===== config.mk =====
export PLATFORM = sky130hd
export DESIGN_NAME = stbl_row_seq_flat
export DESIGN_NICKNAME = d
export VERILOG_FILES = /design/src/design/stbl_pkg.sv /design/src/design/stbl_if.sv /design/src/design/stbl_row_seq.sv /design/src/flat_wrapper.sv
export SDC_FILE = /design/constraint.sdc
export NUM_CORES = 1
export LEC_CHECK = 0
export ABC_AREA = 1
export BUFFER_PORTS_ARGS = -buffer_cell sky130_fd_sc_hd__buf_4
export CAP_MARGIN = 5
export CELL_PAD_IN_SITES_DETAIL_PLACEMENT = 1
export CELL_PAD_IN_SITES_GLOBAL_PLACEMENT = 2
export CORE_ASPECT_RATIO = 1.2
export CORE_MARGIN = 1.5
export CORE_UTILIZATION = 24
export DETAILED_ROUTE_END_ITERATION = 10
export PLACE_DENSITY_LB_ADDON = 0.1
export SYNTH_ARGS = -nofsm -noshare
export SYNTH_HDL_FRONTEND = slang
export SYNTH_SLANG_ARGS = --single-unit
export TNS_END_PERCENT = 20

===== constraint.sdc =====
create_clock -name clk -period 1.8 [get_ports clk]
set_input_delay 0 -clock clk [delete_from_list [all_inputs] [get_ports clk]]
set_output_delay 0 -clock clk [all_outputs]
set_load 0.05 [all_outputs]

===== src/design/stbl_pkg.sv =====
`timescale 1ns / 1ps
`default_nettype none
// ----------------------------------------------------------------------------
// stbl_pkg
// Shared types and constants for the sprite tile row blitter.
// ----------------------------------------------------------------------------
package stbl_pkg;

	localparam int GFX_BYTES_DEF = 65536;
	localparam int MAX_TILE_DEF  = 1023;
	localparam int SHEET_TILES   = 16;
	localparam int TILE_DIM      = 8;

	localparam int CFG_W   = 10;
	localparam int CFG_IW  = 2;
	localparam int ORG_W   = 9;
	localparam int FRM_W   = 10;
	localparam int POS_W   = 11;
	localparam int ID_W    = 11;
	localparam int WORD_W  = 14;
	localparam int ROW_CW  = 5;

	localparam logic [FRM_W-1:0] FRAME_W_RST = 10'd128;
	localparam logic [FRM_W-1:0] FRAME_H_RST = 10'd128;
	localparam logic [ROW_CW-1:0] LAST_SMALL = 5'd7;
	localparam logic [ROW_CW-1:0] LAST_BIG   = 5'd31;

	localparam logic CMD_LOAD = 1'b0;
	localparam logic CMD_DRAW = 1'b1;

	typedef enum logic [CFG_IW-1:0] {
		CFG_ANCHOR_X     = 2'd0,
		CFG_ANCHOR_Y     = 2'd1,
		CFG_FRAME_WIDTH  = 2'd2,
		CFG_FRAME_HEIGHT = 2'd3
	} cfg_idx_t;

	typedef enum logic {
		ST_IDLE,
		ST_DRAW
	} seq_state_t;

	typedef struct packed {
		logic        en;
		logic [15:0] addr;
		logic [7:0]  data;
	} gfx_wr_t;

	typedef struct packed {
		logic [POS_W-1:0]  row_x;
		logic [POS_W-1:0]  row_y;
		logic [WORD_W-1:0] word;
		logic              tile_ok;
		logic              mirror_h;
		logic [2:0]        pal;
		logic              last;
	} row_ctl_t;

endpackage
`default_nettype wire


===== src/design/stbl_if.sv =====
`timescale 1ns / 1ps
`default_nettype none
// ----------------------------------------------------------------------------
// stbl_if
// Valid/ready channels: command beats in, row beats out.
// ----------------------------------------------------------------------------
interface stbl_in_if;
	logic        valid;
	logic        ready;
	logic        cmd;
	logic [15:0] gfx_addr;
	logic [7:0]  gfx_data;
	logic [7:0]  tile_x;
	logic [7:0]  tile_y;
	logic [9:0]  tile_id;
	logic        big_tile;
	logic        mirror_h;
	logic        mirror_v;
	logic [2:0]  palette_sel;

	modport source (
		output valid, cmd, gfx_addr, gfx_data, tile_x, tile_y, tile_id,
		       big_tile, mirror_h, mirror_v, palette_sel,
		input  ready
	);
	modport sink (
		input  valid, cmd, gfx_addr, gfx_data, tile_x, tile_y, tile_id,
		       big_tile, mirror_h, mirror_v, palette_sel,
		output ready
	);
endinterface

`default_nettype wire


===== src/design/stbl_row_seq.sv =====
`timescale 1ns / 1ps
`default_nettype none
// ----------------------------------------------------------------------------
// stbl_row_seq
// Command decode and row sequencer: issues one store read per tile row.
// ----------------------------------------------------------------------------
module stbl_row_seq
	import stbl_pkg::*;
#(
	parameter int GFX_BYTES = GFX_BYTES_DEF,
	parameter int MAX_TILE  = MAX_TILE_DEF
) (
	input  wire logic             clk,
	input  wire logic             arst_n,
	stbl_in_if.sink               in_ch,
	input  wire logic [ORG_W-1:0] anchor_x,
	input  wire logic [ORG_W-1:0] anchor_y,
	input  wire logic             slot_free,
	output gfx_wr_t               wr,
	output logic                  issue,
	output row_ctl_t              ctl
);

	seq_state_t        state_q, state_nxt;
	logic [ROW_CW-1:0] cnt_q;
	logic [POS_W-1:0]  base_x_q, base_y_q;
	logic [9:0]        id_q;
	logic              big_q, mh_q, mv_q;
	logic [2:0]        pal_q;

	logic              in_acc, draw_acc, last;
	logic              hsel, vsel;
	logic [ID_W-1:0]   id_part;
	logic [2:0]        sy;

	assign in_acc   = in_ch.valid && in_ch.ready;
	assign draw_acc = in_acc && (in_ch.cmd == CMD_DRAW);

	assign hsel    = big_q & (cnt_q[3] ^ mh_q);
	assign vsel    = big_q & (cnt_q[4] ^ mv_q);
	assign id_part = {1'b0, id_q} + {10'd0, hsel} + {6'd0, vsel, 4'd0};
	assign sy      = cnt_q[2:0] ^ {3{mv_q}};
	assign last    = (cnt_q == (big_q ? LAST_BIG : LAST_SMALL));

	always_comb begin
		state_nxt = state_q;
		case (state_q)
			ST_IDLE: begin
				if (draw_acc) state_nxt = ST_DRAW;
			end
			ST_DRAW: begin
				if (slot_free && last) state_nxt = ST_IDLE;
			end
			default: state_nxt = ST_IDLE;
		endcase
	end

	always_comb begin
		in_ch.ready = 1'b0;
		issue       = 1'b0;
		case (state_q)
			ST_IDLE: in_ch.ready = 1'b1;
			ST_DRAW: issue = slot_free;
			default: ;
		endcase
	end

	always_comb begin
		wr.en   = in_acc && (in_ch.cmd == CMD_LOAD) &&
		          ({1'b0, in_ch.gfx_addr} < 17'(GFX_BYTES));
		wr.addr = in_ch.gfx_addr;
		wr.data = in_ch.gfx_data;

		ctl.row_x    = base_x_q + {7'd0, cnt_q[3] & big_q, 3'd0};
		ctl.row_y    = base_y_q + {7'd0, cnt_q[4] & big_q, cnt_q[2:0]};
		ctl.word     = {id_part[10:4], sy, id_part[3:0]};
		ctl.tile_ok  = ({21'd0, id_part} <= 32'(MAX_TILE));
		ctl.mirror_h = mh_q;
		ctl.pal      = pal_q;
		ctl.last     = last;
	end

	always_ff @(posedge clk or negedge arst_n) begin
		if (!arst_n) begin
			state_q <= ST_IDLE;
			cnt_q   <= '0;
		end else begin
			state_q <= state_nxt;
			if (draw_acc) begin
				cnt_q <= '0;
			end else if (issue) begin
				cnt_q <= cnt_q + 5'd1;
			end
		end
	end

	always_ff @(posedge clk) begin
		if (draw_acc) begin
			base_x_q <= {2'b00, anchor_x} + {{3{in_ch.tile_x[7]}}, in_ch.tile_x};
			base_y_q <= {2'b00, anchor_y} + {{3{in_ch.tile_y[7]}}, in_ch.tile_y};
			id_q     <= in_ch.tile_id;
			big_q    <= in_ch.big_tile;
			mh_q     <= in_ch.mirror_h;
			mv_q     <= in_ch.mirror_v;
			pal_q    <= in_ch.palette_sel;
		end
	end

endmodule
`default_nettype wire


===== src/flat_wrapper.sv =====
// flat-port wrapper written by rule: the top's interface ports become plain ports
module stbl_row_seq_flat import stbl_pkg::*;
#(
	parameter int GFX_BYTES = GFX_BYTES_DEF,
	parameter int MAX_TILE  = MAX_TILE_DEF
)
  (clk, arst_n, anchor_x, anchor_y, slot_free, wr, issue, ctl, in_ch_valid, in_ch_cmd, in_ch_gfx_addr, in_ch_gfx_data, in_ch_tile_x, in_ch_tile_y, in_ch_tile_id, in_ch_big_tile, in_ch_mirror_h, in_ch_mirror_v, in_ch_palette_sel, in_ch_ready);
  stbl_in_if in_ch_i ();
  input  wire logic clk;
  input  wire logic arst_n;
  input  wire logic [ORG_W-1:0] anchor_x;
  input  wire logic [ORG_W-1:0] anchor_y;
  input  wire logic slot_free;
  output gfx_wr_t wr;
  output logic issue;
  output row_ctl_t ctl;
  input wire logic [$bits(in_ch_i.valid)-1:0] in_ch_valid;
  input wire logic [$bits(in_ch_i.cmd)-1:0] in_ch_cmd;
  input wire logic [$bits(in_ch_i.gfx_addr)-1:0] in_ch_gfx_addr;
  input wire logic [$bits(in_ch_i.gfx_data)-1:0] in_ch_gfx_data;
  input wire logic [$bits(in_ch_i.tile_x)-1:0] in_ch_tile_x;
  input wire logic [$bits(in_ch_i.tile_y)-1:0] in_ch_tile_y;
  input wire logic [$bits(in_ch_i.tile_id)-1:0] in_ch_tile_id;
  input wire logic [$bits(in_ch_i.big_tile)-1:0] in_ch_big_tile;
  input wire logic [$bits(in_ch_i.mirror_h)-1:0] in_ch_mirror_h;
  input wire logic [$bits(in_ch_i.mirror_v)-1:0] in_ch_mirror_v;
  input wire logic [$bits(in_ch_i.palette_sel)-1:0] in_ch_palette_sel;
  output wire logic [$bits(in_ch_i.ready)-1:0] in_ch_ready;
  assign in_ch_i.valid = in_ch_valid;
  assign in_ch_i.cmd = in_ch_cmd;
  assign in_ch_i.gfx_addr = in_ch_gfx_addr;
  assign in_ch_i.gfx_data = in_ch_gfx_data;
  assign in_ch_i.tile_x = in_ch_tile_x;
  assign in_ch_i.tile_y = in_ch_tile_y;
  assign in_ch_i.tile_id = in_ch_tile_id;
  assign in_ch_i.big_tile = in_ch_big_tile;
  assign in_ch_i.mirror_h = in_ch_mirror_h;
  assign in_ch_i.mirror_v = in_ch_mirror_v;
  assign in_ch_i.palette_sel = in_ch_palette_sel;
  assign in_ch_ready = in_ch_i.ready;
  stbl_row_seq #(.GFX_BYTES(GFX_BYTES), .MAX_TILE(MAX_TILE)) u_core (.clk(clk), .arst_n(arst_n), .in_ch(in_ch_i), .anchor_x(anchor_x), .anchor_y(anchor_y), .slot_free(slot_free), .wr(wr), .issue(issue), .ctl(ctl));
endmodule

Word level (Yosys, flattened, before mapping)
Index checks and enable logic that the tools add are counted.
{"block": "word_totals", "register_bits": 44, "in_bits": 79, "output_inout_bits": 69, "word_cells": 40}
{"block": "op_classes", "add_sub_neg": 7, "n_lt_le_gt_ge": 1, "eq_ne": 1, "muxes": 8, "bitwise": 9, "n_reduce_logical": 5}
{"operator": "$add 10x8->11", "count": 2}
{"operator": "$add 11x4->11", "count": 2}
{"operator": "$mux 5", "count": 3}
{"operator": "$add 10x1->11", "count": 1}
{"operator": "$add 11x5->11", "count": 1}
{"operator": "$le 11x10->1 const B", "count": 1}
{"operator": "$add 5x1->5 const B", "count": 1}
{"operator": "$eq 5x5->1", "count": 1}
{"operator": "$and 1x1->1", "count": 4}
{"operator": "$logic_and 1x1->1", "count": 4}
{"operator": "$mux 1", "count": 4}
{"operator": "$xor 3x3->3", "count": 1}
{"operator": "$not 1->1", "count": 2}
{"operator": "$pmux 1 s2", "count": 1}
{"operator": "$reduce_bool 2->1", "count": 1}
{"operator": "$xor 1x1->1", "count": 2}

Longest topological paths before layout
Gate-level depths: netlist (run 1).
{"block": "logic_depth", "word_depth": 5, "ltp_mapped": 10, "mapped_depth_nobuf": 10}

Least setup slack after synthesis (run 1)
No wires, ideal clock.
{"block": "synth_timing", "path_kind": "register to output", "startpoint": "register u_core.cnt_q[0]", "endpoint": "output ctl[28] in the netlist's numbering", "t_arrival_ps": 2223, "required_ps": 1800, "slack_ps": -423, "path_stages_with_launch": 7, "n_path_buf": 0, "cell_sequence": "dfrtp_1 -> ha_1 -> inv_1 -> fa_1 -> o21ai_2 -> nand2_2 -> xnor2_1"}
{"item": "start: declaration", "line": "stbl_row_seq.sv:25", "source": "logic [ROW_CW-1:0] cnt_q;"}
{"item": "start signal: assignment", "line": "stbl_row_seq.sv:92", "source": "cnt_q <= cnt_q + 5'd1;"}
{"item": "end: declaration", "line": "flat_wrapper.sv:16", "source": "output row_ctl_t ctl;"}

==> summary.txt, run 1 <==
Status
  • Run status: finished with violations
  • Failing checks: setup timing

Place
  • HPWL after DPL: 7.75 mm
  • IO buf count: 99
  • Placed inst area: 4430 sq um
  • GPL Wtd Cong: 0.769

Final layout
  • Final nets: 677
  • Register area: 1290 sq um
  • Fill cells: 1733
  • Finished Cell Area: 5060 sq um
  • Layout cells sized above 1: 0.303
  • Ant diodes: 0
  • Synth-to-layout area growth: 43.7%
  • Multi-input combinational cell area: 2030 sq um

Worst setup path
  • Worst EP required: 1800 ps
  • Crit path largest cell delay: 450 ps
  • Delay-heaviest family, CP: buffers and inverters
  • Crit-path cells: buf_4, ha_4, ha_4, ha_2, nand2_1, nor2_2, buf_4, xor2_1, buf_4
  • RR Startpoint: u_core.big_q$_DFFE_PP_
  • Startpoint Class: flop
  • Buf/Inv on CP: 3
  • Crit path kind: flop to output pin
  • WP data arrival: 1990 ps
  • Beginning of the critical path: u_core.big_q$_DFFE_PP_
  • Worst-path cell with the longest stage delay: edfxtp_1
  • Worst path most repeated cell: buf_4
  • Worst Setup End Kind: output pin
  • Crit Path Max Fanout: 4

Floorplan
  • Die ar.: 15400 sq um
  • Die span in y: 136 um
  • Die width: 114 um
  • Starting Density: 0.245
  • Io pins: 148
  • Core ar.: 14400 sq um
  • # rows: 48

Synthesis
  • Syn_area_per_cell: 7.81 sq um
  • Yosys warns: 0
  • Syn Std Cell Area: 3520 sq um
  • Synth Register Bits: 44
  • Synth top area share: 0.324
  • Syn nets: 565
  • Register area share after synthesis: 0.367
  • Gate Count Post-Synth: 451
  • Synth top area cells: edfxtp_1, nand2_1, ha_1
  • Post-synth top area cell: edfxtp_1
  • Cell variety after synth: 26

Timing
  • Slew headroom: 0.776
  • Final setup margin: -187 ps
  • Least-Margin Pin Slew: 333 ps
  • Final Critical Period: 1990 ps
  • Fmax: 503 MHz
  • Slew Limit Fails: 0
  • Final Hold Slack: 0.0169 ps
  • Final setup fails: 15
  • Final Skew: 4.73 ps
  • Final Cycle Share: 1.10
  • Unrepaired setup endpoints after global routing: yes
  • Final Hold Vio Count: 0

Route
  • WL per Instance: 12.9 um
  • Final antenna-violating net count: 0
  • Iter 0 DRT Violations: 50
  • Drt first pass iters: 4
  • Via count: 3213
  • Routed Wire Length: 9.53 mm
  • Remaining DRCs: 0
  • Vias per cell: 4.35

Worst hold path
  • Hold Startpoint: in_ch_gfx_addr[9]
  • Hold Path Class: primary input to output pin

Power and ir drop
  • Leakage power: 2.43 nW
  • Power Dens Cells: 1010 nW/um^2
  • Final Power: 5.09 mW
  • Maximum vdd ir drop: 0.360 mV

Global route
  • Total track usage: 0.127
  • Largest net degree at the start of global routing: 41
  • Remaining global-route overflow: 0
  • Initial antenna violation count: 0
  • Vias in the first global route: 3453
  • First-pass GRT wire length: 15.8 mm

CTS
  • Clk_lat worst skew: 280 ps
  • TritonCTS buffer count: 5
  • Clock Sinks: 44
  • Clock slew at reported path FFs: 60 ps
  • H-tree levels: 2
  • CTS tree: done
  • CTS root buffer: clkbuf_16
  • Clock buffer depth: 2

Job
  • Max_cap viols: 0
-- registers in the layout, indices dropped and copies added (netlist names) --
name / flops
u_core.state_q: 1
u_core.big_q: 1
u_core.mh_q: 1
u_core.base_y_q: 11
u_core.mv_q: 1
u_core.cnt_q: 5
u_core.base_x_q: 11
u_core.id_q: 10
u_core.pal_q: 3
-- final timing paths --
kind,end,slack [ps],cells after the start
min,wr[17],0.02,0
max in group asynchronous,u_core.cnt_q[0]$_DFFE_PN0P_,1620,2
min reg2reg,u_core.state_q$_DFF_PN0_,560,2
min in group asynchronous,u_core.cnt_q[3]$_DFFE_PN0P_,70,2
max,ctl[38],-190,9
max reg2reg,u_core.state_q$_DFF_PN0_,310,6
-- area by class of cell --
| class | instances | share of cell area |
|---|---|---|
| Clock buffer | 7 | 0.0262 |
| Inverter | 65 | 0.0497 |
| Timing Repair Buffer | 134 | 0.223 |
| Tap cell | 175 | 0.0433 |
| Clock inverter | 1 | 0.000742 |
| Sequential cell | 44 | 0.255 |
| Multi-Input combinational cell | 313 | 0.402 |
-- layer usage --
metal | track usage | wire length (um)
met3 | 0.0174 | 328
met5 | 0 | 0
met4 | 0.0382 | 134
met2 | 0.240 | 5000
met1 | 0.147 | 4070
-- stage by stage --
step	utilization	setup TNS, ps	worst slack, ps	std cells
floorplan	-	-1070	-196	451
global placement	0.309	0	24.7	708
detailed placement	0.309	-14.4	-14.1	708
CTS	0.343	-2720	-217	739
global route	0.353	-4160	-303	739
finish	0.353	-1920	-187	739
-- synth_stat cells --
| library cell | number |
|---|---|
| nand2_1 | 142 |
| inv_1 | 64 |
| edfxtp_1 | 38 |
| nor2_1 | 38 |
| nand3_1 | 37 |
| ha_1 | 32 |
| buf_4 | 29 |
| xor2_1 | 19 |
| a21oi_1 | 10 |
| xnor2_1 | 9 |
| dfrtp_1 | 6 |
| nand4_1 | 6 |
| a31oi_1 | 3 |
| fa_1 | 3 |
| a211oi_1 | 2 |
| o21ai_0 | 2 |
| o21ai_1 | 2 |
| inv_2 | 1 |
| nand2_2 | 1 |
| nand3_2 | 1 |
| nand3b_1 | 1 |
| nor2_2 | 1 |
| nor3_1 | 1 |
| nor3_2 | 1 |
| o211ai_1 | 1 |
| o21ai_2 | 1 |
-- cells in the final DEF, fill, tap and decap left out, types with 5 or more instances in the layout --
cell and n:
buf_6 17, nand2_1 131, xnor2_1 5, ha_4 6, nor2_2 5, buf_4 97
edfxtp_1 38, dlygate4sd3_1 19, dfrtp_1 6, clkbuf_16 5, nand4_1 6, ha_1 22
nor2_1 32, nand2_2 10, inv_1 62, a21oi_1 8, xor2_1 15, nand3_1 33
-- logic make-up after synthesis --
| logic type | count (synthesis) | share of synthesized area |
|---|---|---|
| AO/OA/AOI/OAI | 21 | 0.0341 |
| XOR/XNOR | 28 | 0.0696 |
| adder cells (fa/ha/maj) | 35 | 0.131 |
| buffers and inverters | 94 | 0.131 |
| flip-flops | 44 | 0.367 |
| AND/OR/NAND/NOR | 229 | 0.268 |
-- repair_timing --
action,CTS,global route
resized for setup,32,32
setup endpoints to repair,24,25
hold endpoints to repair,24,0
gates cloned,0,0
setup buffers,4,0
pin swaps,6,13
hold buffers,19,0
-- where the power goes --
| part | switching (mW) | internal (mW) |
|---|---|---|
| combinational | 1.77 | 1.05 |
| sequential | 0.123 | 1.28 |
| clock | 0.360 | 0.511 |
| total | 2.26 | 2.84 |
Note: power is estimated with default switching activity, not from simulation.
==> run 2, diff against run 1 <==
==> constraint.sdc (replaced) <==
create_clock -name clk -period 1.8 [get_ports clk]
set_input_delay 0.36 -clock clk [delete_from_list [all_inputs] [get_ports clk]]
set_output_delay 0.36 -clock clk [all_outputs]
set_load 0.05 [all_outputs]
==> run 2 against run 1 <==
Effect of this change: the flow still finishes with violations (setup timing); sequential share of layout area fell by 1.8 points; setup slack lost 450 ps; worst hold slack improved by 250 ps; total power is 7.2% higher; maximum frequency is 18% lower; die area did not move; wire length up 2.5%; via count is 2.0% higher; register-to-register slack worse by 30 ps; clock skew hardly changed; cell area grew 7.7%; critical path type unchanged; critical endpoint unchanged; largest power group unchanged.
==> summary.txt, run 2 (synthesized netlist as in run 1, its figures left out) <==
Final layout
  • Ant diodes: 0 (unchanged)
  • Synth-to-layout area growth: 54.7%
  • Layout cells sized above 1: 0.380 (+0.0768)
  • Most frequent cells in the layout: nand2_1, buf_4, inv_1, edfxtp_1
  • Top flop regs: u_core.base_x_q (11), u_core.base_y_q (11), u_core.id_q (10)
  • Finished Cell Area: 5450 sq um (+7.7%)
  • Most common cell after layout, fill and taps aside: nand2_1
  • Final nets: 692 (+2.2%)

Power and ir drop
  • Comb power frac: 0.580 (+0.026)
  • Maximum vdd ir drop: 0.354 mV (-1.8%)
  • Clock power share: 0.166 (-0.005)
  • Flop pwr share: 0.255 (-0.020)
  • Final Power: 5.46 mW (+7.2%)
  • Power Dens Cells: 1000 nW/um^2 (-0.46%)
  • Switching Share: 0.437 (-0.00614)
  • Net Sw Power: 2.38 mW (+5.7%)
  • Leakage power: 2.62 nW (+7.8%)
  • Power Internal: 3.07 mW (+8.4%)

Worst setup path
  • WP data arrival: 2070 ps (+80 ps)
  • Startpoint Class: flop
  • Buf/Inv on CP: 4 (+1)
  • Worst path most repeated cell: ha_4
  • Worst EP required: 1440 ps (-360 ps)
  • Crit path kind: flop to output pin
  • Crit Path Max Fanout: 4 (unchanged)
  • Worst-path cell with the longest stage delay: edfxtp_1
  • Worst Setup End Kind: output pin
  • Crit-path cells: buf_4, buf_6, ha_4, ha_4, ha_4, nand2_4, nor2_4, buf_12, xor2_4, buf_6
  • Delay-heaviest family, CP: buffers and inverters
  • Crit path largest cell delay: 470 ps (+20 ps)

Route
  • Final antenna-violating net count: 0 (unchanged)
  • WL per Instance: 13.0 um (+0.49%)
  • Remaining DRCs: 0 (unchanged)
  • Drt first pass iters: 2 (-2)
  • Iter 0 DRT Violations: 66 (+32%)
  • Routed Wire Length: 9.77 mm (+2.5%)
  • Via count: 3276 (+2.0%)
  • Vias per cell: 4.34 (about the same)

Status
  • Failing checks: setup timing
  • Run status: finished with violations

Timing
  • Final setup fails: 31 (+16)
  • Setup TNS: -14000 ps (-12080 ps)
  • Final setup margin: -633 ps (-447 ps)
  • Fmax: 411 MHz (-18%)
  • Final Hold Slack: 247 ps (+246 ps)
  • Slew headroom: 0.802 (+0.0252)
  • Least-Margin Pin Slew: 297 ps (-35.3 ps)
  • Final Skew: 4.88 ps (+0.148 ps)
  • Final Critical Period: 2430 ps (+447 ps)
  • Unrepaired setup endpoints after global routing: yes
  • Final Cycle Share: 1.35 (+0.248)
  • Slew Limit Fails: 0 (unchanged)
  • Final Hold Vio Count: 0 (unchanged)

CTS
  • Clk_lat worst skew: 290 ps (about the same)
  • CTS tree: done
  • Clock slew at reported path FFs: 60 ps (about the same)
  • H-tree levels: 2 (unchanged)
  • CTS root buffer: clkbuf_16
  • Clock buffer depth: 2 (unchanged)
  • TritonCTS buffer count: 5 (unchanged)
  • Clock Sinks: 44 (unchanged)

Worst hold path
  • Hold Path Class: primary input to flop

Floorplan
  • Core ar.: 14400 sq um (unchanged)
  • # rows: 48 (unchanged)
  • Io pins: 148 (unchanged)
  • Starting Density: 0.245 (unchanged)
  • Die width: 114 um (unchanged)
  • Die ar.: 15400 sq um (unchanged)
  • Die span in y: 136 um (unchanged)

Place
  • Placed inst area: 4930 sq um (+11%)
  • GPL Wtd Cong: 0.738 (-3.9%)
  • HPWL after DPL: 8.26 mm (+6.5%)
  • IO buf count: 99 (unchanged)
  • Setup WS pre-CTS: -390 ps (-376 ps)

Global route
  • Largest net degree at the start of global routing: 28 (-32%)
  • Total track usage: 0.128 (+0.00121)
  • First-pass GRT wire length: 15.8 mm (+0.35%)
  • Initial antenna violation count: 0 (unchanged)
  • Vias in the first global route: 3380 (-2.1%)
  • Remaining global-route overflow: 0 (unchanged)

Job
  • Max_cap viols: 0 (unchanged)
[run 2: worst register-to-register path, cell delays in order, from the launching register on]
cell and delay, ps:
edfxtp_1 470, buf_4 180, buf_6 110, ha_4 220, nor3_4 180, buf_6 120
nand2_1 40, nand2_1 50, nand2_1 40
[run 2: layout make-up]
type | instances | area, sq um
Tap cell | 175 | 219
Clock buffer | 5 | 125
Inverter | 65 | 251
Timing Repair Buffer | 149 | 1290
Fill cell | 1690 | 8900
Clock inverter | 3 | 18.8
Multi-Input combinational cell | 313 | 2250
Sequential cell | 44 | 1290
[run 2: per-layer routing]
metal / share of wire / vias to the layer above / GRT usage
met5: 0 / - / 0
met3: 0.042 / 6 / 0.0228
li1: - / 1663 / -
met1: 0.43 / 1526 / 0.158
met4: 0.011 / 0 / 0.0347
met2: 0.52 / 81 / 0.229
[run 2: worst paths after layout]
check | start | end | slack, ps | cells past startpoint
setup / recovery | u_core.big_q$_DFFE_PP_ | ctl[38] | -630 | 10
hold / removal | in_ch_tile_id[6] | u_core.id_q[6]$_DFFE_PP_ | 250 | 1
setup reg to reg | u_core.big_q$_DFFE_PP_ | u_core.state_q$_DFF_PN0_ | 280 | 8
hold reg to reg | u_core.state_q$_DFF_PN0_ | u_core.state_q$_DFF_PN0_ | 500 | 2
max in group asynchronous | arst_n | u_core.cnt_q[3]$_DFFE_PN0P_ | 1250 | 2
min in group asynchronous | arst_n | u_core.state_q$_DFF_PN0_ | 420 | 2
[run 2: what timing repair did]
action | CTS | global route
hold buffers | 1 | 0
endpoints found under the setup margin | 30 | 31
setup buffers | 4 | 2
gates resized for setup | 43 | 31
endpoints found under the hold margin | 6 | 0
pin swaps | 13 | 20
[run 2: stage by stage]
stage / std cells / util
2_1_floorplan: 451 / -
5_1_grt: 754 / 0.380
6_report: 754 / 0.380
3_3_place_gp: 739 / 0.344
3_5_place_dp: 739 / 0.344
4_1_cts: 752 / 0.369
[run 2: power by group through the flow]
stage	registers [mW]	clock network, mW	logic, mW
2_1_floorplan	1.43	0	2.03
3_3_place_gp	1.39	0	2.84
3_5_place_dp	1.40	0	2.88
4_1_cts	1.38	0.940	3.11
5_1_grt	1.41	0.982	3.42
6_report	1.39	0.904	3.16
