<file path="config.mk">
export PLATFORM = sky130hd
export DESIGN_NAME = stbl_row_fmt_flat
export DESIGN_NICKNAME = d
export VERILOG_FILES = /design/src/design/stbl_pkg.sv /design/src/design/stbl_if.sv /design/src/design/stbl_row_fmt.sv /design/src/flat_wrapper.sv
export SDC_FILE = /design/constraint.sdc
export NUM_CORES = 1
export LEC_CHECK = 0
export BUFFER_PORTS_ARGS = -buffer_cell sky130_fd_sc_hd__buf_2
export CAP_MARGIN = 20
export CORE_ASPECT_RATIO = 1.1
export CORE_MARGIN = 5
export CORE_UTILIZATION = 40
export CTS_BUF_LIST = sky130_fd_sc_hd__clkbuf_2 sky130_fd_sc_hd__clkbuf_4 sky130_fd_sc_hd__clkbuf_8
export CTS_CLUSTER_SIZE = 14
export DETAILED_ROUTE_END_ITERATION = 6
export PLACE_DENSITY = 0.64
export SLEW_MARGIN = 10
export SYNTH_ARGS = -nofsm -noshare
export SYNTH_HDL_FRONTEND = slang
export SYNTH_SLANG_ARGS = --single-unit
</file>
<file path="constraint.sdc">
create_clock -name clk -period 7 [get_ports clk]
set_input_delay 0.35 -clock clk [delete_from_list [all_inputs] [get_ports clk]]
set_output_delay 0.35 -clock clk [all_outputs]
set_load 0.005 [all_outputs]
</file>
<file path="src/design/stbl_pkg.sv">
`timescale 1ns / 1ps
`default_nettype none
// ----------------------------------------------------------------------------
// stbl_pkg
// Shared types and constants for the sprite tile row blitter.
// ----------------------------------------------------------------------------
package stbl_pkg;

	localparam int GFX_BYTES_DEF = 65536;
	localparam int MAX_TILE_DEF  = 1023;
	localparam int SHEET_TILES   = 16;
	localparam int TILE_DIM      = 8;

	localparam int CFG_W   = 10;
	localparam int CFG_IW  = 2;
	localparam int ORG_W   = 9;
	localparam int FRM_W   = 10;
	localparam int POS_W   = 11;
	localparam int ID_W    = 11;
	localparam int WORD_W  = 14;
	localparam int ROW_CW  = 5;

	localparam logic [FRM_W-1:0] FRAME_W_RST = 10'd128;
	localparam logic [FRM_W-1:0] FRAME_H_RST = 10'd128;
	localparam logic [ROW_CW-1:0] LAST_SMALL = 5'd7;
	localparam logic [ROW_CW-1:0] LAST_BIG   = 5'd31;

	localparam logic CMD_LOAD = 1'b0;
	localparam logic CMD_DRAW = 1'b1;

	typedef enum logic [CFG_IW-1:0] {
		CFG_ANCHOR_X     = 2'd0,
		CFG_ANCHOR_Y     = 2'd1,
		CFG_FRAME_WIDTH  = 2'd2,
		CFG_FRAME_HEIGHT = 2'd3
	} cfg_idx_t;

	typedef enum logic {
		ST_IDLE,
		ST_DRAW
	} seq_state_t;

	typedef struct packed {
		logic        en;
		logic [15:0] addr;
		logic [7:0]  data;
	} gfx_wr_t;

	typedef struct packed {
		logic [POS_W-1:0]  row_x;
		logic [POS_W-1:0]  row_y;
		logic [WORD_W-1:0] word;
		logic              tile_ok;
		logic              mirror_h;
		logic [2:0]        pal;
		logic              last;
	} row_ctl_t;

endpackage
`default_nettype wire

</file>
<file path="src/design/stbl_if.sv">
`timescale 1ns / 1ps
`default_nettype none


interface stbl_out_if;
	logic              valid;
	logic              ready;
	logic signed [10:0] row_x;
	logic signed [10:0] row_y;
	logic [7:0]        write_mask;
	logic [7:0]        pix0;
	logic [7:0]        pix1;
	logic [7:0]        pix2;
	logic [7:0]        pix3;
	logic [7:0]        pix4;
	logic [7:0]        pix5;
	logic [7:0]        pix6;
	logic [7:0]        pix7;
	logic              last_row;

	modport source (
		output valid, row_x, row_y, write_mask, pix0, pix1, pix2, pix3,
		       pix4, pix5, pix6, pix7, last_row,
		input  ready
	);
	modport sink (
		input  valid, row_x, row_y, write_mask, pix0, pix1, pix2, pix3,
		       pix4, pix5, pix6, pix7, last_row,
		output ready
	);
endinterface
`default_nettype wire

</file>
<file path="src/design/stbl_row_fmt.sv">
`timescale 1ns / 1ps
`default_nettype none
// ----------------------------------------------------------------------------
// stbl_row_fmt
// Turns a fetched 8-byte word into a row beat: mirror, palette, clip mask.
// ----------------------------------------------------------------------------
module stbl_row_fmt
	import stbl_pkg::*;
#(
	parameter int GFX_BYTES = GFX_BYTES_DEF
) (
	input  wire logic             clk,
	input  wire logic             arst_n,
	input  wire logic             issue,
	input  wire row_ctl_t         ctl,
	input  wire logic [63:0]      rd_data,
	input  wire logic [FRM_W-1:0] frame_width,
	input  wire logic [FRM_W-1:0] frame_height,
	output logic                  slot_free,
	stbl_out_if.source            out_ch
);

	logic     valid_s1;
	row_ctl_t ctl_s1;
	logic     adv;
	logic     out_valid_q;

	logic [7:0]  pix   [TILE_DIM];
	logic [7:0]  mask;
	logic        y_in;
	logic [11:0] dy;

	logic signed [10:0] row_x_q, row_y_q;
	logic [7:0]         mask_q;
	logic               last_q;
	logic [7:0]         pix_q [TILE_DIM];

	assign adv       = valid_s1 && (!out_valid_q || out_ch.ready);
	assign slot_free = !valid_s1 || adv;

	always_comb begin
		logic [2:0]  sx;
		logic [7:0]  p;
		logic [11:0] dx;
		logic        src_ok;
		dy   = {ctl_s1.row_y[10], ctl_s1.row_y};
		y_in = !dy[11] && (dy < {2'b00, frame_height});
		mask = '0;
		for (int i = 0; i < TILE_DIM; i++) begin
			sx     = 3'(i) ^ {3{ctl_s1.mirror_h}};
			src_ok = ctl_s1.tile_ok && ({ctl_s1.word, sx} < 17'(GFX_BYTES));
			p      = src_ok ? rd_data[sx*8 +: 8] : 8'd0;
			dx     = {ctl_s1.row_x[10], ctl_s1.row_x} + 12'(i);
			pix[i] = (p != 8'd0) ? (p + {1'b0, ctl_s1.pal, 4'd0}) : 8'd0;
			mask[i] = (p != 8'd0) && y_in && !dx[11] && (dx < {2'b00, frame_width});
		end
	end

	always_ff @(posedge clk or negedge arst_n) begin
		if (!arst_n) begin
			valid_s1    <= 1'b0;
			out_valid_q <= 1'b0;
		end else begin
			if (issue) begin
				valid_s1 <= 1'b1;
			end else if (adv) begin
				valid_s1 <= 1'b0;
			end
			if (adv) begin
				out_valid_q <= 1'b1;
			end else if (out_ch.ready) begin
				out_valid_q <= 1'b0;
			end
		end
	end

	always_ff @(posedge clk) begin
		if (issue) begin
			ctl_s1 <= ctl;
		end
		if (adv) begin
			row_x_q <= signed'(ctl_s1.row_x);
			row_y_q <= signed'(ctl_s1.row_y);
			mask_q  <= mask;
			last_q  <= ctl_s1.last;
			for (int i = 0; i < TILE_DIM; i++) begin
				pix_q[i] <= pix[i];
			end
		end
	end

	always_comb begin
		out_ch.valid      = out_valid_q;
		out_ch.row_x      = row_x_q;
		out_ch.row_y      = row_y_q;
		out_ch.write_mask = mask_q;
		out_ch.pix0       = pix_q[0];
		out_ch.pix1       = pix_q[1];
		out_ch.pix2       = pix_q[2];
		out_ch.pix3       = pix_q[3];
		out_ch.pix4       = pix_q[4];
		out_ch.pix5       = pix_q[5];
		out_ch.pix6       = pix_q[6];
		out_ch.pix7       = pix_q[7];
		out_ch.last_row   = last_q;
	end

endmodule
`default_nettype wire

</file>
<file path="src/flat_wrapper.sv">
// flat-port wrapper written by rule: the top's interface ports become plain ports
module stbl_row_fmt_flat import stbl_pkg::*;
#(
	parameter int GFX_BYTES = GFX_BYTES_DEF
)
  (clk, arst_n, issue, ctl, rd_data, frame_width, frame_height, slot_free, out_ch_valid, out_ch_row_x, out_ch_row_y, out_ch_write_mask, out_ch_pix0, out_ch_pix1, out_ch_pix2, out_ch_pix3, out_ch_pix4, out_ch_pix5, out_ch_pix6, out_ch_pix7, out_ch_last_row, out_ch_ready);
  stbl_out_if out_ch_i ();
  input  wire logic clk;
  input  wire logic arst_n;
  input  wire logic issue;
  input  wire row_ctl_t ctl;
  input  wire logic [63:0] rd_data;
  input  wire logic [FRM_W-1:0] frame_width;
  input  wire logic [FRM_W-1:0] frame_height;
  output logic slot_free;
  output wire logic [$bits(out_ch_i.valid)-1:0] out_ch_valid;
  output wire logic [$bits(out_ch_i.row_x)-1:0] out_ch_row_x;
  output wire logic [$bits(out_ch_i.row_y)-1:0] out_ch_row_y;
  output wire logic [$bits(out_ch_i.write_mask)-1:0] out_ch_write_mask;
  output wire logic [$bits(out_ch_i.pix0)-1:0] out_ch_pix0;
  output wire logic [$bits(out_ch_i.pix1)-1:0] out_ch_pix1;
  output wire logic [$bits(out_ch_i.pix2)-1:0] out_ch_pix2;
  output wire logic [$bits(out_ch_i.pix3)-1:0] out_ch_pix3;
  output wire logic [$bits(out_ch_i.pix4)-1:0] out_ch_pix4;
  output wire logic [$bits(out_ch_i.pix5)-1:0] out_ch_pix5;
  output wire logic [$bits(out_ch_i.pix6)-1:0] out_ch_pix6;
  output wire logic [$bits(out_ch_i.pix7)-1:0] out_ch_pix7;
  output wire logic [$bits(out_ch_i.last_row)-1:0] out_ch_last_row;
  input wire logic [$bits(out_ch_i.ready)-1:0] out_ch_ready;
  assign out_ch_valid = out_ch_i.valid;
  assign out_ch_row_x = out_ch_i.row_x;
  assign out_ch_row_y = out_ch_i.row_y;
  assign out_ch_write_mask = out_ch_i.write_mask;
  assign out_ch_pix0 = out_ch_i.pix0;
  assign out_ch_pix1 = out_ch_i.pix1;
  assign out_ch_pix2 = out_ch_i.pix2;
  assign out_ch_pix3 = out_ch_i.pix3;
  assign out_ch_pix4 = out_ch_i.pix4;
  assign out_ch_pix5 = out_ch_i.pix5;
  assign out_ch_pix6 = out_ch_i.pix6;
  assign out_ch_pix7 = out_ch_i.pix7;
  assign out_ch_last_row = out_ch_i.last_row;
  assign out_ch_i.ready = out_ch_ready;
  stbl_row_fmt #(.GFX_BYTES(GFX_BYTES)) u_core (.clk(clk), .arst_n(arst_n), .issue(issue), .ctl(ctl), .rd_data(rd_data), .frame_width(frame_width), .frame_height(frame_height), .slot_free(slot_free), .out_ch(out_ch_i));
endmodule
</file>
; ---- Word-level counts from Yosys, hierarchy flattened
; Memories as Yosys holds them, arrays and structs flattened.
; Index checks and enable logic that the tools add are counted.
[op_classes]
order_cmp = 17
n_addsub = 15
n_shift = 8
mux = 22
reduce_logical = 57
bitwise = 3
[op_table]
columns = cell, n
row1 = 64-bit by 7-bit indexed part select with 8-bit output, 8
row2 = "17-bit < comparator, second input constant", 8
row3 = 8-bit two-way mux, 16
row4 = 12-bit by 10-bit < comparator with 1-bit output, 9
row5 = 8-bit by 7-bit adder with 8-bit output, 8
row6 = 8-bit nonzero test, 8
row7 = "11-bit by 4-bit adder with 12-bit output, second input constant", 4
row8 = 1-bit logical AND, 34
row9 = "11-bit by 3-bit adder with 12-bit output, second input constant", 2
row10 = "11-bit by 2-bit adder with 12-bit output, second input constant", 1
row11 = 1-bit logical NOT, 11
row12 = 1-bit two-way mux, 6
row13 = 2-bit nonzero test, 2
row14 = 3-bit NOT, 1
row15 = 1-bit logical OR, 2
row16 = 2-bit NOT, 1
row17 = 1-bit NOT, 1
[totals]
inputBits = 130
wordCells = 136
ff_bits = 75
ramBits = 64
n_memories = 1
[memory_table]
columns = memory, depth, width, rd, rd_clocked_by_memory_dff, write_ports, line
row1 = u_core.pix_q, 8, 8, 8, 0, 8, stbl_row_fmt.sv:36  ; logic [7:0] pix_q [TILE_DIM];

; ---- Logic depth before layout (Yosys ltp)
; Gate-level depths: netlist of the first run.
[logic_depth]
ltp_word = 8
ltp_mapped = 12

; ---- Worst setup path after synthesis of the first run
; OpenSTA, ideal clock, no wires.
[synth_path]
path_kind = register to register
from = register u_core.out_valid_q (netlist: u_core.out_ch.valid)
to = register u_core.last_q (netlist: u_core.out_ch.last_row), enable pin
required_ns = 6.536
arrival_time_ns = 2.683
path_stages_with_launch = 3
n_path_buf = 0
period_less_slack_ns = 3.147
setup_ns = 0.464
path_slack_ns = 3.853
cell_sequence = dfrtp_1 > nand2b_1 > and2_1
[synth_between]
elab_chain_cells = 3
[synth_lines]
columns = item, line
row1 = from (decl), stbl_row_fmt.sv:26  ; logic out_valid_q;
row2 = from (signal assigned), stbl_row_fmt.sv:62  ; out_valid_q <= 1'b0;
row3 = from (signal assigned), stbl_row_fmt.sv:70  ; out_valid_q <= 1'b1;
row4 = from (signal assigned), stbl_row_fmt.sv:72  ; out_valid_q <= 1'b0;
row5 = 1-bit logical NOT, stbl_row_fmt.sv:38  ; assign adv = valid_s1 && (!out_valid_q || out_ch.ready);
row6 = 1-bit logical OR, stbl_row_fmt.sv:38
row7 = 1-bit logical AND, stbl_row_fmt.sv:38
row8 = via u_core.adv, stbl_row_fmt.sv:25  ; logic adv;
row9 = to (signal assigned), stbl_row_fmt.sv:85  ; last_q <= ctl_s1.last;
row10 = to (decl), stbl_row_fmt.sv:35  ; logic last_q;
; The timed path passes the listed nets, and every way through them passes these cells.
; A chain may end at the register's enable or synchronous reset.

; ---- Worst setup path in the final report of the first run
[layout_path]
from = register u_core.ctl_s1[34] in the netlist's numbering
to = register u_core.mask_q[3] (netlist: u_core.out_ch.write_mask[3]) (data pin)
[layout_between]
elab_chain_cells = 4
elab_cells_between_ends = 5
cone_classes = 1 x add/sub / 1 x order compare / 3 x reduce/logical
[layout_lines]
columns = item, line
row1 = from (decl), stbl_row_fmt.sv:24  ; row_ctl_t ctl_s1;
row2 = from (signal assigned), stbl_row_fmt.sv:79  ; ctl_s1 <= ctl;
row3 = 11-bit by 3-bit adder with 12-bit output *, stbl_row_fmt.sv:53  ; dx = {ctl_s1.row_x[10], ctl_s1.row_x} + 12'(i);
row4 = "parallel branches: the longest is 2 deep, another holds 12-bit by 10-bit < comparator with 1-bit output", --
row5 = 1-bit logical AND *, stbl_row_fmt.sv:55  ; mask[i] = (p != 8'd0) && y_in && !dx[11] && (dx < {2'b00, frame_width});
row6 = via u_core.mask[3], stbl_row_fmt.sv:29  ; logic [7:0] mask;
row7 = to (signal assigned), stbl_row_fmt.sv:84  ; mask_q <= mask;
row8 = to (decl), stbl_row_fmt.sv:34  ; logic [7:0] mask_q;
; Mark *: on every way through the listed nets, which the timed path passes.

==> results.toml, run 1 <==
[power]
ir_worst_vdd_mv = 0.141
p_per_area_nw_per_um2 = 204
p_total_uw = 2150
p_leak_uw = 0.00477

[yosys]
synthesis.area_um2 = 8830
ys_types = 54
synth_warnings = 0
avgSynthCellArea_um2 = 10.8
ys_async_sr_fraction = 0.0159
postSynthCellCount = 814
syn_nets = 1063
ys_top_cells_by_area = "edfxtp_1, ha_1, mux2i_1, nor2_1, xor2_1"
yosysTopAreaCellShare = 0.422
ys.flop_type = "edfxtp_1"
synth-seq-area-share = 0.427
synth_top_cell_by_area = "edfxtp_1"
ys_ff_latch = 126
synth-edff-count = 124

[cells_and_area]
fin_nets = 1271
most-common-layout-cells = "buf_2, nor2_1, edfxtp_1, ha_1, mux2i_1"
layout_commonest_cell = "buf_2"
final_core_util = 0.483
layout-drive-gt1-share = 0.257
area_growth_pct = 19.8
diodes = 0

[clocking]
clockRootBuffer = "clkbuf_8"
clock_latency_ps = 450
clk_path_buf_depth = 2
htreeDepth = 4
cts_buffers = 17
cts.clk_slew.worst_paths_ps = 100
cts_tree = "done"
cts_setup_buffers = 0
cts.sink_count = 126

[drt]
wire_per_inst_um = 17.7
antenna_left = 0
vias = 6908
drt_wl_total_um = 23600
via_per_inst = 5.19
initialDrtViolationCount = 413
firstDrtPassIters = 5
drc = 0

[die]
die_w_um = 152
start_util = 0.403
die_y_um = 166
num_rows = 57
die-area_um2 = 25100
core_area_um2 = 21900
io_pins = 227

[critical_path]
slowest_delay_ps = 870
worstSetupPathType = "reg2reg"
worst_path_max_delay_cell = "edfxtp_1"
cp.required_ps = 7310
cp_max_fo = 17
cp-end-kind = "register"
crit_arrival_ps = 3940
cp_cell_sequence = "ha_1 -> and3_1 -> and3_1 -> nand2_1 -> xnor2_1 -> ha_1 -> nand4_1 -> a211oi_1 -> a2111oi_0 -> and4_1"
cp-start-kind = "register"

[grt]
grt_start_max_net_pins = 72
grt_pass1_vias = 6827
grt.overflow.total = 0
grt.total_usage = 0.184
antenna_found_initial = 0
grt_pass1_wl_um = 36400

[timing]
min_period_ps = 3630
tightest_slew_ps = 955
post-route-period-util = 0.518
slew_viol_final = 0
hold_viol = 0
skew_ps = 16.8
rsz0062_at_grt = "no"
slew_headroom = 0.363
fin_tns_setup_ps = 0
finalSetupViolCount = 0
fmax_mhz = 276

[run]
maxCapViolCount = 0

[placed_design]
gp_congestion = 0.929
numPortBuffers = 213
place_hpwl_um = 17500

[run_status]
outcome = "finished, final reports clean"

[worst_hold_path]
hold_path.class = "in2reg"
[per-layer routing]
metal / GRT usage / wire, um / up-vias
li1: - / - / 3378
met1: 0.233 / 9730 / 3243
met2: 0.316 / 11800 / 254
met3: 0.0360 / 1650 / 33
met4: 0.0582 / 427 / 0
met5: 0 / 0 / -
[final cells by class]
| type | instances | area [um^2] |
|---|---|---|
| clock buffers | 17 | 234 |
| well taps | 295 | 369 |
| flip-flops and latches | 126 | 3770 |
| clock inverters | 15 | 196 |
| multi-input cells | 608 | 4710 |
| fillers | 2057 | 11300 |
| repair buffers | 219 | 1110 |
| inverters | 50 | 188 |
[cell usage after synthesis, types with 3 or more instances]
master	number
buf_2	7
and3_1	4
a211o_1	4
fa_1	8
buf_6	4
mux2_2	5
inv_1	49
a221oi_1	4
a21oi_1	27
nand2b_1	7
a21o_1	12
nand4_1	14
a31oi_1	3
nand3b_1	4
o21bai_1	4
or4_1	5
clkbuf_1	11
nor4_1	10
edfxtp_1	124
nand3_1	9
o21ai_0	18
nor2_1	134
xor2_1	34
nor3_1	16
nor2b_1	6
a211oi_1	12
xnor2_1	31
ha_1	111
nand2_1	30
o211ai_1	9
buf_1	4
buf_4	4
mux2i_1	61
[flip-flops by register name, summed over array words and instances, names as in the netlist]
| register | flops |
|---|---|
| u_core.pix_q | 64 |
| u_core.ctl_s1 | 29 |
| u_core.out_ch.row_x | 11 |
| u_core.out_ch.row_y | 11 |
| u_core.out_ch.write_mask | 8 |
| u_core.out_ch.last_row | 1 |
| u_core.out_ch.valid | 1 |
| u_core.valid_s1 | 1 |
[critical path, delay by kind of cell, from the launching register on]
family          cells  cell delay (ps)
compound gates      2              440
xor+xnor            1              140
fa+ha+maj           2              910
flops               1              870
simple gates        5             1120
[kinds of logic (layout without fill, tap and decap cells)]
family,after synthesis,count (layout),synth area share
AO/OA/AOI/OAI,105,105,0.0805
XOR/XNOR,65,65,0.0645
adder cells (fa/ha/maj),119,119,0.175
buffers and inverters,80,301,0.0401
flip-flops,126,126,0.427
multiplexers,66,66,0.0755
AND/OR/NAND/NOR,253,253,0.136
[where the power goes]
part	internal [uW]	switching, uW	total (uW)
Combinational	221	289	510
Sequential	912	46.3	958
Clock	309	377	686
Total	1440	712	2150
[per-stage QoR]
step / area (um^2) / instances / setup WS, ps / hold WS (ps)
6_report: 10600 / 1330 / 3370 / 66.6
5_1_grt: 10600 / 1330 / 3110 / 23.3
4_1_cts: 10600 / 1330 / 3470 / 28.9
3_5_place_dp: 10100 / 1297 / 3530 / 143
3_3_place_gp: 10100 / 1297 / 3510 / 138
2_1_floorplan: 8830 / 814 / 3850 / 54.4
[worst paths after layout]
check	from	endpoint	slack, ps	cells after the start
worst max-delay path	u_core.ctl_s1[34]	u_core.out_ch.write_mask[3]	3370	10
worst max register to register	u_core.ctl_s1[34]	u_core.out_ch.write_mask[3]	3370	10
min in group asynchronous	arst_n	u_core.out_ch.valid	220	2
max in group asynchronous	arst_n	u_core.valid_s1	6680	2
worst min register to register	u_core.ctl_s1[0]	u_core.out_ch.last_row	440	0
worst min-delay path	ctl[20]	u_core.ctl_s1[20]	70	1
[timing repair]
item | CTS | global route
gates resized for setup | 0 | 0
hold buffers | 1 | 0
hold endpoints to repair | 2 | 0
(Power assumes the default switching activity.)
==> run 2, diff against run 1 <==
PLACE_DENSITY = 0.67   (was 0.64)
clock period = 3.3 ns   (was 7 ns; I/O delays follow)
==> run 2 against run 1 <==
Effect of this change:
- sequential share of layout area fell by 1.6 points
- worst hold slack got worse by 11 ps
- via count rose by 3.8%
- fmax rose by 23%
- clock power rose by 100%
- power rose by 110%
- critical endpoint is now u_core.out_ch.write_mask[7]
- largest cell class unchanged
- largest power group unchanged
==> results.toml, run 2 (synthesis results as in run 1) <==
[power]
p_leak_uw = 0.00501
p_sw_uw = 1550
seq_power_share = 0.436
power.internal_uw = 3040
p_per_area_nw_per_um2 = 414
switching_share = 0.337
power.share.clock = 0.303
ir_worst_vdd_mv = 0.272
pwr-share-comb = 0.260

[drt]
drc = 0
wire_per_inst_um = 17.9
via_per_inst = 5.17
initialDrtViolationCount = 416
firstDrtPassIters = 5
drt_wl_total_um = 24900
vias = 7170
antenna_left = 0

[timing]
finalSetupViolCount = 0
slew_headroom = 0.480
fmax_mhz = 338
fin_tns_setup_ps = 0
post-route-period-util = 0.896
slew_viol_final = 0
hold_viol = 0
skew_ps = 13.7
tightest_slew_ps = 780
rsz0062_at_grt = "no"
min_period_ps = 2960

[critical_path]
crit_arrival_ps = 3280
cp_common_cell = "ha_1"
slowest_delay_ps = 510
cp_max_fo = 7
cp-end-kind = "register"
cp-start-kind = "register"
cp_cell_sequence = "inv_1 -> ha_1 -> a21boi_0 -> buf_4 -> nor2_1 -> xor2_1 -> ha_1 -> a21oi_1 -> o21ai_0 -> a221oi_1 -> and4b_1"
worst_path_max_delay_cell = "edfxtp_1"
worst-path-buf-inv = 2
crit_family = "compound AO/OA/AOI/OAI gates"
cp.required_ps = 3620
worstSetupPathType = "reg2reg"

[cells_and_area]
layout-drive-gt1-share = 0.267
fin_nets = 1327
top_register = "u_core.pix_q"
final_core_util = 0.505
register_area_um2 = 3770
multi_input_area_um2 = 4710
num-fill-cells = 2004
layout_commonest_cell = "buf_2"
reg_top3 = "u_core.pix_q (64), u_core.ctl_s1 (29)"
area_growth_pct = 25.4
diodes = 0
most-common-layout-cells = "buf_2, nor2_1, edfxtp_1, ha_1, mux2i_1"
largest_reg_flops = 64

[grt]
grt.overflow.total = 0
busiest_layer = "met2"
grt_util_met1 = 0.236
grt_pass1_wl_um = 38200
use_met3 = 0.0330
grt.total_usage = 0.194
grt_pass1_vias = 7298
grt_use_met2 = 0.345
antenna_found_initial = 0
grt_start_max_net_pins = 50

[die]
start_util = 0.403
num_rows = 57
core_area_um2 = 21900
die_w_um = 152
die_y_um = 166
io_pins = 227
die-area_um2 = 25100

[clocking]
clockRootBuffer = "clkbuf_8"
cts_buffers = 17
clock_latency_ps = 460
htreeDepth = 4
cts_setup_buffers = 0
cts.clk_slew.worst_paths_ps = 100
cts.sink_count = 126
clk_path_buf_depth = 2
cts_tree = "done"
cts_resized = 0

[run]
maxCapViolCount = 0

[placed_design]
gp_congestion = 0.974
place_hpwl_um = 18700
numPortBuffers = 213

[worst_hold_path]
hold_path.class = "in2reg"

[run_status]
outcome = "finished, final reports clean"
[run 2: cell types whose count changed in the layout (fill, tap and decap cells not counted), sizes merged]
| cell | previous run | this run |
|---|---|---|
| buf | 218 | 243 |
| bufinv | 1 | 0 |
| clkinv | 6 | 7 |
| dlygate4sd3 | 1 | 32 |
[run 2: power by group through the flow]
stage               clock network (uW)  registers [uW]  logic, uW
detailed placement                   0            2040       1160
finish                            1390            2000       1190
CTS                               1430            2000       1200
floorplan                            0            2040        699
global placement                     0            2040       1140
global route                      1510            2020       1330
[run 2: routing by layer]
layer / vias to the layer above / share of wire
li1: 3489 / -
met1: 3375 / 0.41
met2: 267 / 0.50
met3: 39 / 0.069
met4: 0 / 0.022
met5: - / 0
[run 2: worst paths after layout]
kind	endpoint	slack [ps]	cells past startpoint	startpoint
setup / recovery	u_core.out_ch.write_mask[7]	340	11	u_core.ctl_s1[33]
hold / removal	u_core.pix_q[0][19]	60	3	rd_data[19]
setup reg to reg	u_core.out_ch.write_mask[7]	340	11	u_core.ctl_s1[33]
hold reg to reg	u_core.out_ch.last_row	430	0	u_core.ctl_s1[0]
max in group asynchronous	u_core.out_ch.valid	2620	3	arst_n
min in group asynchronous	u_core.valid_s1	560	3	arst_n
[run 2: worst min-delay path, delay by kind of cell]
kind	cells	cell delay (ps)
multiplexers	1	60
AND/OR/NAND/NOR	1	80
buffers and inverters	1	100
[run 2: cell type report]
type | count | share of cell area
Clock buffer | 17 | 0.0211
Clock inverter | 15 | 0.0156
Inverter | 50 | 0.0170
Multi-Input combinational cell | 608 | 0.425
Sequential cell | 126 | 0.341
Tap cell | 295 | 0.0334
Timing Repair Buffer | 275 | 0.147
[run 2: metrics by stage]
step / cell area, um^2 / hold slack, ps / power (uW) / cells / setup WS (ps)
after floorplan: 8830 / -131 / 2740 / 814 / 153
after global placement: 10300 / -49.9 / 3170 / 1322 / 453
after detailed placement: 10300 / -47.6 / 3200 / 1322 / 401
after CTS: 11100 / 29.6 / 4630 / 1386 / 373
after global routing: 11100 / 60.1 / 4850 / 1386 / 140
final: 11100 / 55.3 / 4590 / 1386 / 342
[run 2: repair_timing]
action	4_1_cts	5_1_grt
setup endpoints to repair	0	0
endpoints found under the hold margin	33	0
hold buffers	32	0
==> run 3, diff against run 2 <==
CTS_BUF_LIST = default   (was sky130_fd_sc_hd__clkbuf_2 sky130_fd_sc_hd__clkbuf_4 sky130_fd_sc_hd__clkbuf_8)
PLACE_DENSITY = 0.66   (was 0.67)
==> run 3 against run 2 <==
Effect of this change:
- sequential share of layout area fell by 0.55 points
- critical endpoint unchanged
- global-route usage about the same
- critical path type unchanged
- worst setup slack gained 9.8 ps
==> results.toml, run 3 (synthesis results as in run 1) <==
[run_status]
outcome = "finished, final reports clean"

[placed_design]
place_hpwl_um = 18500
place_inst = 1319
numPortBuffers = 213
gp_congestion = 0.932

[die]
core_area_um2 = 21900
num_rows = 57
die_y_um = 166
die_w_um = 152
start_util = 0.403
io_pins = 227
die-area_um2 = 25100

[power]
p_total_uw = 5160
ir_worst_vdd_mv = 0.376
p_per_area_nw_per_um2 = 459
p_leak_uw = 0.00509

[clocking]
cts.clk_slew.worst_paths_ps = 70
htreeDepth = 4
cts_tree = "done"
clock_latency_ps = 430
cts.sink_count = 126
clk_path_buf_depth = 2
cts_resized = 0
clockRootBuffer = "clkbuf_16"
cts_buffers = 17

[grt]
grt.total_usage = 0.194
grt.overflow.total = 0
grt_start_max_net_pins = 71
grt_pass1_vias = 7185
antenna_found_initial = 2
grt_pass1_wl_um = 38000

[timing]
hold_viol = 0
slew_headroom = 0.488
fmax_mhz = 339
rsz0062_at_grt = "no"
tightest_slew_ps = 769
post-route-period-util = 0.893
skew_ps = 18.5
fin_tns_setup_ps = 0
slew_viol_final = 0
finalSetupViolCount = 0
min_period_ps = 2950

[critical_path]
cp.required_ps = 3580
crit_arrival_ps = 3230
cp-start-kind = "register"
cp_max_fo = 7
cp-end-kind = "register"
worstSetupPathType = "reg2reg"

[cells_and_area]
final_cell_count_no_fill = 1382
most-common-layout-cells = "buf_2, nor2_1, edfxtp_1, ha_1, mux2i_1"
num-fill-cells = 1991
layout_commonest_cell = "buf_2"
fin_nets = 1322
reg_top3 = "u_core.pix_q (64), u_core.ctl_s1 (29)"
area_growth_pct = 27.4
largest_reg_flops = 64
layout-drive-gt1-share = 0.265
top_register = "u_core.pix_q"

[drt]
antenna_left = 0
via_per_inst = 5.16
wire_per_inst_um = 17.9
drc = 0
drt_wl_total_um = 24700
vias = 7128
firstDrtPassIters = 5
initialDrtViolationCount = 332

[run]
maxCapViolCount = 0

[worst_hold_path]
hold_path.class = "in2reg"
## run 3: cell types whose count changed in the layout (fill, tap and decap cells not counted), moves of 2 or more
cell,previous run,this run
clkbuf_16,0,17
clkbuf_8,17,0
buf_4,29,25
dlygate4sd3_1,32,30
## run 3: worst paths after layout
kind | from | end | slack, ps | cells past startpoint
max | u_core.ctl_s1[33] | u_core.out_ch.write_mask[7] | 350 | 11
min | out_ch_ready | u_core.out_ch.valid | 30 | 3
max reg2reg | u_core.ctl_s1[33] | u_core.out_ch.write_mask[7] | 350 | 11
min reg2reg | u_core.ctl_s1[0] | u_core.out_ch.last_row | 430 | 0
max in group asynchronous | arst_n | u_core.out_ch.valid | 3150 | 2
min in group asynchronous | arst_n | u_core.valid_s1 | 40 | 2
## run 3: through the flow
step / util / area [um^2] / worst slack (ps) / hold slack, ps
6_report: 0.514 / 11200 / 351 / 28.1
5_1_grt: 0.514 / 11200 / 114 / 21.2
4_1_cts: 0.514 / 11200 / 353 / 15.8
3_5_place_dp: 0.472 / 10300 / 385 / -46.2
3_3_place_gp: 0.472 / 10300 / 419 / -47.6
2_1_floorplan: - / 8830 / 153 / -131
## run 3: power by group
group	switching (uW)	internal (uW)	total, uW
clock network	873	1100	1970
logic	661	523	1180
registers	71.2	1940	2010
total	1610	3550	5160
## run 3: area by class of cell
class	instances	area (um^2)	area share
Tap cell	295	369	0.0328
Inverter	50	188	0.0167
Clock buffer	17	425	0.0378
Sequential cell	126	3770	0.335
Clock inverter	15	190	0.0169
Multi-Input combinational cell	608	4710	0.418
Timing Repair Buffer	270	1590	0.142
Antenna cell	1	2.50	0.000222
## run 3: what timing repair did
item	4_1_cts	5_1_grt
hold buffers	30	0
setup endpoints to repair	0	0
setup buffers	0	0
endpoints found under the hold margin	31	0
## run 3: worst max-delay path, cell delays in order (launching register included)
cell and delay (ps):
edfxtp_1 430, inv_1 230, ha_1 370, a21boi_0 340, buf_4 200, nor2_1 50
xor2_1 150, ha_1 300, a21oi_1 120, o21ai_0 100, a221oi_1 290, and4b_1 220
## run 3: metal layers
| layer | vias up | track usage | part of all wire |
|---|---|---|---|
| met5 | - | 0 | 0.00053 |
| met1 | 3375 | 0.244 | 0.43 |
| li1 | 3486 | - | - |
| met2 | 224 | 0.330 | 0.49 |
| met3 | 41 | 0.0396 | 0.062 |
| met4 | 2 | 0.0625 | 0.022 |
